**src/sv/nbsa_pkg.sv**
```systemverilog
// ----------------------------------------------------------------------------
// nbsa_pkg
// Shared constants, codes and types for the named byte-set algebra block.
// ----------------------------------------------------------------------------
`default_nettype none

package nbsa_pkg;

  localparam int NUM_SETS      = 26;
  localparam int ELEMENT_CODES = 256;
  localparam int WORD_BITS     = 64;
  localparam int WORDS_PER_SET = (ELEMENT_CODES + WORD_BITS - 1) / WORD_BITS;
  localparam int MEM_DEPTH     = NUM_SETS * WORDS_PER_SET;
  localparam int ADDR_W        = $clog2(MEM_DEPTH);
  localparam int SLOT_W        = $clog2(NUM_SETS);
  localparam int BIT_W         = $clog2(WORD_BITS);
  localparam int WIDX_W        = 2;
  localparam int STEP_W        = $clog2(2 * WORDS_PER_SET + 1);

  localparam logic [7:0] NAME_BASE = 8'h41;

  typedef enum logic [3:0] {
    KIND_CREATE    = 4'd0,
    KIND_DELETE    = 4'd1,
    KIND_ADD       = 4'd2,
    KIND_REMOVE    = 4'd3,
    KIND_SHOW      = 4'd4,
    KIND_LIST      = 4'd5,
    KIND_UNION     = 4'd6,
    KIND_INTERSECT = 4'd7,
    KIND_DIFF      = 4'd8,
    KIND_SUBSET    = 4'd9,
    KIND_EQUAL     = 4'd10
  } kind_e;

  typedef enum logic [2:0] {
    ST_OK       = 3'd0,
    ST_BAD_NAME = 3'd1,
    ST_NO_SET   = 3'd2,
    ST_EXISTS   = 3'd3,
    ST_NO_ELEM  = 3'd4
  } status_e;

  typedef enum logic [2:0] {
    ALU_OR,
    ALU_AND,
    ALU_ANDN,
    ALU_XOR,
    ALU_SET,
    ALU_CLR
  } alu_op_e;

  typedef struct packed {
    alu_op_e              op;
    logic [WORD_BITS-1:0] a;
    logic [WORD_BITS-1:0] b;
    logic [BIT_W-1:0]     bit_idx;
  } alu_req_t;

  typedef struct packed {
    logic [WORD_BITS-1:0] res;
    logic                 zero;
    logic                 hit;
  } alu_rsp_t;

  typedef struct packed {
    logic                 valid;
    status_e              status;
    logic [WORD_BITS-1:0] word;
    logic [WIDX_W-1:0]    idx;
    logic                 truth;
    logic                 last;
  } res_t;

  function automatic logic [ADDR_W-1:0] word_addr(input logic [SLOT_W-1:0] slot,
                                                  input logic [WIDX_W-1:0] widx);
    return ADDR_W'(slot * WORDS_PER_SET) + ADDR_W'(widx);
  endfunction

endpackage

`default_nettype wire

```
**src/sv/nbsa_alu.sv**
```systemverilog
// ----------------------------------------------------------------------------
// nbsa_alu
// Shared bitmap unit: word combine, bit set/clear, zero and bit test flags.
// ----------------------------------------------------------------------------
`default_nettype none

module nbsa_alu import nbsa_pkg::*; (
  input  wire alu_req_t req_i,
  output alu_rsp_t      rsp_o
);

  logic [WORD_BITS-1:0] mask;
  logic [WORD_BITS-1:0] res;

  always_comb begin
    mask = WORD_BITS'(1) << req_i.bit_idx;
    case (req_i.op)
      ALU_OR:   res = req_i.a | req_i.b;
      ALU_AND:  res = req_i.a & req_i.b;
      ALU_ANDN: res = req_i.a & ~req_i.b;
      ALU_XOR:  res = req_i.a ^ req_i.b;
      ALU_SET:  res = req_i.a | mask;
      ALU_CLR:  res = req_i.a & ~mask;
      default:  res = req_i.a;
    endcase
    rsp_o.res  = res;
    rsp_o.zero = (res == '0);
    rsp_o.hit  = |(req_i.a & mask);
  end

endmodule

`default_nettype wire

```
**config.mk**
```make
export PLATFORM = sky130hd
export DESIGN_NAME = nbsa_alu
export DESIGN_NICKNAME = d
export VERILOG_FILES = /design/src/sv/nbsa_pkg.sv /design/src/sv/nbsa_alu.sv
export SDC_FILE = /design/constraint.sdc
export NUM_CORES = 1
export LEC_CHECK = 0
export BUFFER_PORTS_ARGS = -buffer_cell sky130_fd_sc_hd__buf_2
export CAP_MARGIN = 40
export CORE_MARGIN = 10
export CORE_UTILIZATION = 41
export DETAILED_ROUTE_END_ITERATION = 10
export PLACE_DENSITY = 0.8
export SYNTH_ARGS = -nofsm -noshare
export SYNTH_HDL_FRONTEND = slang
export SYNTH_SLANG_ARGS = --single-unit
```
**constraint.sdc**
```tcl
create_clock -name vclk -period 3.5
set_input_delay 0.875 -clock vclk [all_inputs]
set_output_delay 0.875 -clock vclk [all_outputs]
set_load 0.01 [all_outputs]
```
* Word-level counts from Yosys, hierarchy flattened
Index checks and enable logic that the tools add are counted.
** Operators by class
- Bitwise operators :: 9
- Multiplexer cells :: 1
- Shifts and indexed selects :: 1
- Reductions and logical operators :: 3
- Equal/unequal tests :: 5
** Operators with widths (count)
- $pmux W64 S6 :: 1
- $and A64 B64 Y64 :: 4
- $not A64 Y64 :: 2
- $or A64 B64 Y64 :: 2
- $logic_not A64 Y1 :: 1
- $reduce_or A64 Y1 :: 1
- $shl A1 B6 Y64 const A :: 1
- $xor A64 B64 Y64 :: 1
- $eq A3 B2 Y1 const B :: 2
- $eq A3 B3 Y1 const B :: 2
- $eq A3 B1 Y1 const B :: 1
- $logic_not A3 Y1 :: 1
** Storage, ports and cells
- Logic and storage cells :: 19
- Output and inout port bits :: 66
- Bits in registers :: 0
- Input bits :: 137

* Depth between registers and ports, before layout
- Depth after elaboration :: 5
- Gate-level depth with buffers :: 12
- Depth with buffers taken out :: 7

* Worst setup path after synthesis
No wires, ideal clock.
- Kind :: input to output
- Start point :: in req_i[135] (netlist name)
- End point :: out rsp_o[1] (netlist name)
- Buffers on the path :: 2
- Stages :: 9
- Path slack :: -0.231 ns
- Data required time :: 2.625 ns
- Arrival time :: 2.856 ns
- Path through :: buf_6 nand2b_4 buf_6 a221oi_1 a221oi_1 or4_1 nor4_1 nand3_1 nor4_2
** RTL lines
- from (decl) :: line nbsa_alu.sv:8 : input wire alu_req_t req_i,
- to (decl) :: line nbsa_alu.sv:9 : output alu_rsp_t rsp_o

==> impl_metrics.prom <==
# TYPE chip_impl_metric gauge
chip_impl_info{name="status",value="finished with violations"} 1
chip_impl_info{name="failed_checks",value="design-rule violations, negative setup slack"} 1
chip_impl_metric{name="first_drt_iteration_drcs",unit=""} 1662
chip_impl_metric{name="nClkBuffers",unit=""} 0
chip_impl_metric{name="synth.yosys.warnings",unit=""} 0
chip_impl_info{name="start_kind",value="input pin"} 1
chip_impl_metric{name="insertedDiodeCount",unit=""} 0
chip_impl_metric{name="io_buffers",unit=""} 203
chip_impl_metric{name="ys_types",unit=""} 48
chip_impl_metric{name="power",unit="W"} 0.00112
chip_impl_metric{name="hpwl",unit="mm"} 16.7
chip_impl_metric{name="period_utilization_post_route",unit=""} 1.18
chip_impl_metric{name="vdd.ir_drop.worst",unit="mV"} 0.123
chip_impl_metric{name="placedInstanceArea",unit="mm^2"} 0.00550
chip_impl_metric{name="ios",unit=""} 203
chip_impl_metric{name="maximum_number_of_pins_on_one_net_before_global_route_repair",unit=""} 36
chip_impl_metric{name="timing.hold.ws",unit="ns"} 2.28
chip_impl_metric{name="die-area",unit="mm^2"} 0.0119
chip_impl_metric{name="arrival",unit="ns"} 3.24
chip_impl_metric{name="finalWeightedCongestion",unit=""} 0.993
chip_impl_metric{name="final_max_slew_viol_count",unit=""} 0
chip_impl_metric{name="detail_route.drc_violations",unit=""} 4
chip_impl_metric{name="post-route-worst-setup-slack",unit="ns"} -0.618
chip_impl_metric{name="holdBufCountCts",unit=""} 0
chip_impl_metric{name="setup_viol",unit=""} 52
chip_impl_metric{name="net_count_reported_at_finish",unit=""} 1009
chip_impl_metric{name="worst_margin_slew",unit="ns"} 0.750
chip_impl_metric{name="grt-ovfl-total",unit=""} 0
chip_impl_metric{name="post_syn_area",unit="mm^2"} 0.00326
chip_impl_metric{name="post_synth.cell_area_avg",unit="um^2"} 6.40
chip_impl_metric{name="dr.pass1.iters",unit=""} 11
chip_impl_metric{name="numSequentialCells",unit=""} 0
chip_impl_info{name="setup.worst_path.class",value="in -> out"} 1
chip_impl_metric{name="route.detailed.vias_per_inst",unit=""} 7.80
chip_impl_metric{name="detail-route-antenna-nets",unit=""} 0
chip_impl_info{name="rsz0062_at_grt",value="true"} 1
chip_impl_metric{name="layout_utilization",unit=""} 0.924
chip_impl_metric{name="crit_required",unit="ns"} 2.62
chip_impl_metric{name="hold_viol",unit=""} 0
chip_impl_metric{name="max_clock_freq",unit="MHz"} 243
chip_impl_metric{name="die_width",unit="um"} 109
chip_impl_metric{name="dieHeight",unit="um"} 109
chip_impl_metric{name="power_density",unit="mW/mm^2"} 158
chip_impl_metric{name="area_growth_syn_to_layout",unit="%"} 119
chip_impl_metric{name="antenna_found_initial",unit=""} 2
chip_impl_metric{name="relSlewSlack",unit=""} 0.498
chip_impl_metric{name="post_syn_nets",unit=""} 646
chip_impl_metric{name="vias",unit=""} 7579
chip_impl_metric{name="share_of_the_yosys_chip_area_belonging_to_registers",unit=""} 0
chip_impl_metric{name="total_wire_length_after_detailed_routing",unit="mm"} 29.9
chip_impl_info{name="timing.hold.worst.class",value="in -> out"} 1
chip_impl_metric{name="leakagePower",unit="nW"} 3.27
chip_impl_metric{name="rows",unit=""} 32
chip_impl_metric{name="drt-wirelength-per-cell",unit="um"} 30.8
chip_impl_metric{name="post-route-min-period",unit="ns"} 4.12
chip_impl_metric{name="fraction_of_final_layout_cells_with_drive_strength_greater_than_1",unit=""} 0.641
chip_impl_info{name="setup.worst_path.end_class",value="output pin"} 1
chip_impl_metric{name="design.core.area",unit="mm^2"} 0.00773
chip_impl_metric{name="globalRouteTotalUtil",unit=""} 0.343
chip_impl_metric{name="timing.critical_path.fanout_max",unit=""} 23
chip_impl_metric{name="start_util",unit=""} 0.421
chip_impl_metric{name="dp_slack",unit="ns"} -0.658
chip_impl_metric{name="max-cap-violations",unit=""} 0
chip_impl_metric{name="area.sequential",unit="um^2"} 0
chip_impl_metric{name="postSynthCellCount",unit=""} 509
chip_impl_metric{name="grt_pass1_vias",unit=""} 6296
chip_impl_metric{name="global_route_wire_length_before_repair",unit="mm"} 33.3
chip_impl_metric{name="final_cell_area",unit="mm^2"} 0.00714
## critical path, cell delays in order
cell and delay, ns:
buf_12 0.11, nand2b_4 0.17, buf_12 0.18, a21o_1 0.19
a21oi_1 0.46, a221oi_2 0.13, nor4_2 0.43, nand3_2 0.19
nor4_4 0.31, buf_2 0.19
## cells in the final DEF, fill, tap and decap left out, types with 4 or more instances in the layout
| master | instances |
|---|---|
| nor2b_1 | 15 |
| buf_4 | 186 |
| nor4_4 | 5 |
| a221oi_4 | 4 |
| buf_2 | 168 |
| a22o_1 | 10 |
| buf_6 | 45 |
| nor2_1 | 7 |
| clkbuf_16 | 4 |
| nand4_1 | 6 |
| a21oi_1 | 87 |
| nand2_1 | 20 |
| nor4b_4 | 4 |
| a21oi_2 | 28 |
| a221oi_2 | 46 |
| buf_8 | 5 |
| a21o_1 | 33 |
| a22oi_1 | 27 |
| nand3_1 | 37 |
| nor4_2 | 8 |
| a221oi_1 | 10 |
| or4_4 | 4 |
| buf_12 | 13 |
| o21a_1 | 19 |
| a31oi_1 | 21 |
| a21oi_4 | 5 |
## cell families after synthesis
| logic type | Yosys count | share of synthesized area |
|---|---|---|
| AOI/OAI and AO/OA | 300 | 0.623 |
| and+or+nand+nor | 141 | 0.270 |
| buffers and inverters | 64 | 0.0949 |
| muxes | 3 | 0.00961 |
| xor gates and xnor gates | 1 | 0.00269 |
## through the flow
stage,instances,TNS [ns]
3_5_place_dp,927,-7.44
4_1_cts,940,-0.717
2_1_floorplan,509,-0.110
6_report,972,-6.75
5_1_grt,972,-6.58
3_3_place_gp,927,-7.98
## cell usage after synthesis, types with 3 or more instances
cell type    n  area, um^2
a21oi_1    120         601
a221oi_1    59         517
nand3_1     39         195
a21o_1      33         248
clkbuf_1    32         120
a22oi_1     30         225
a31oi_1     21         131
nand2_1     21        78.8
o21a_1      19         143
nor2b_1     18         113
buf_2       15        75.1
nor4_1      15        93.8
a22o_1      10        87.6
buf_4        7        52.6
nor2_1       7        26.3
nand4_1      6        37.5
and3_1       5        31.3
buf_1        5        18.8
nor4b_2      4        60.1
or4_1        4        30.0
and2_1       3        18.8
and3b_1      3        26.3
buf_6        3        33.8
nor4bb_1     3        30.0
## per-layer routing
| layer | GRT usage | part of all wire | vias to the layer above |
|---|---|---|---|
| met5 | 0 | 0.00043 | - |
| met1 | 0.413 | 0.31 | 3392 |
| met4 | 0.143 | 0.11 | 2 |
| met2 | 0.586 | 0.42 | 960 |
| li1 | - | - | 2835 |
| met3 | 0.0602 | 0.16 | 390 |
## where the power goes
part / leakage (nW) / internal [W] / switching [W]
clock: 0 / 0 / 0
sequential: 0 / 0 / 0
combinational: 3.27 / 0.000534 / 0.000591
## final timing paths
| kind | cells after the start | startpoint | endpoint | slack (ns) |
|---|---|---|---|---|
| setup / recovery | 10 | req_i[135] | rsp_o[1] | -0.62 |
| hold / removal | 4 | req_i[10] | rsp_o[6] | 2.28 |
## area by class of cell
| class | instances | area, um^2 |
|---|---|---|
| fill | 302 | 588 |
| timing repair buffer | 423 | 3230 |
| inverter | 1 | 3.75 |
| tap | 102 | 128 |
| multi-input combinational | 446 | 3770 |
## what timing repair did
item                       CTS  global route
gates resized for setup     89           153
cloned                       2             4
pin swaps                   20            56
setup buffers               14            36
setup endpoints to repair   39            46
Power figures use the tool's default switching activity.
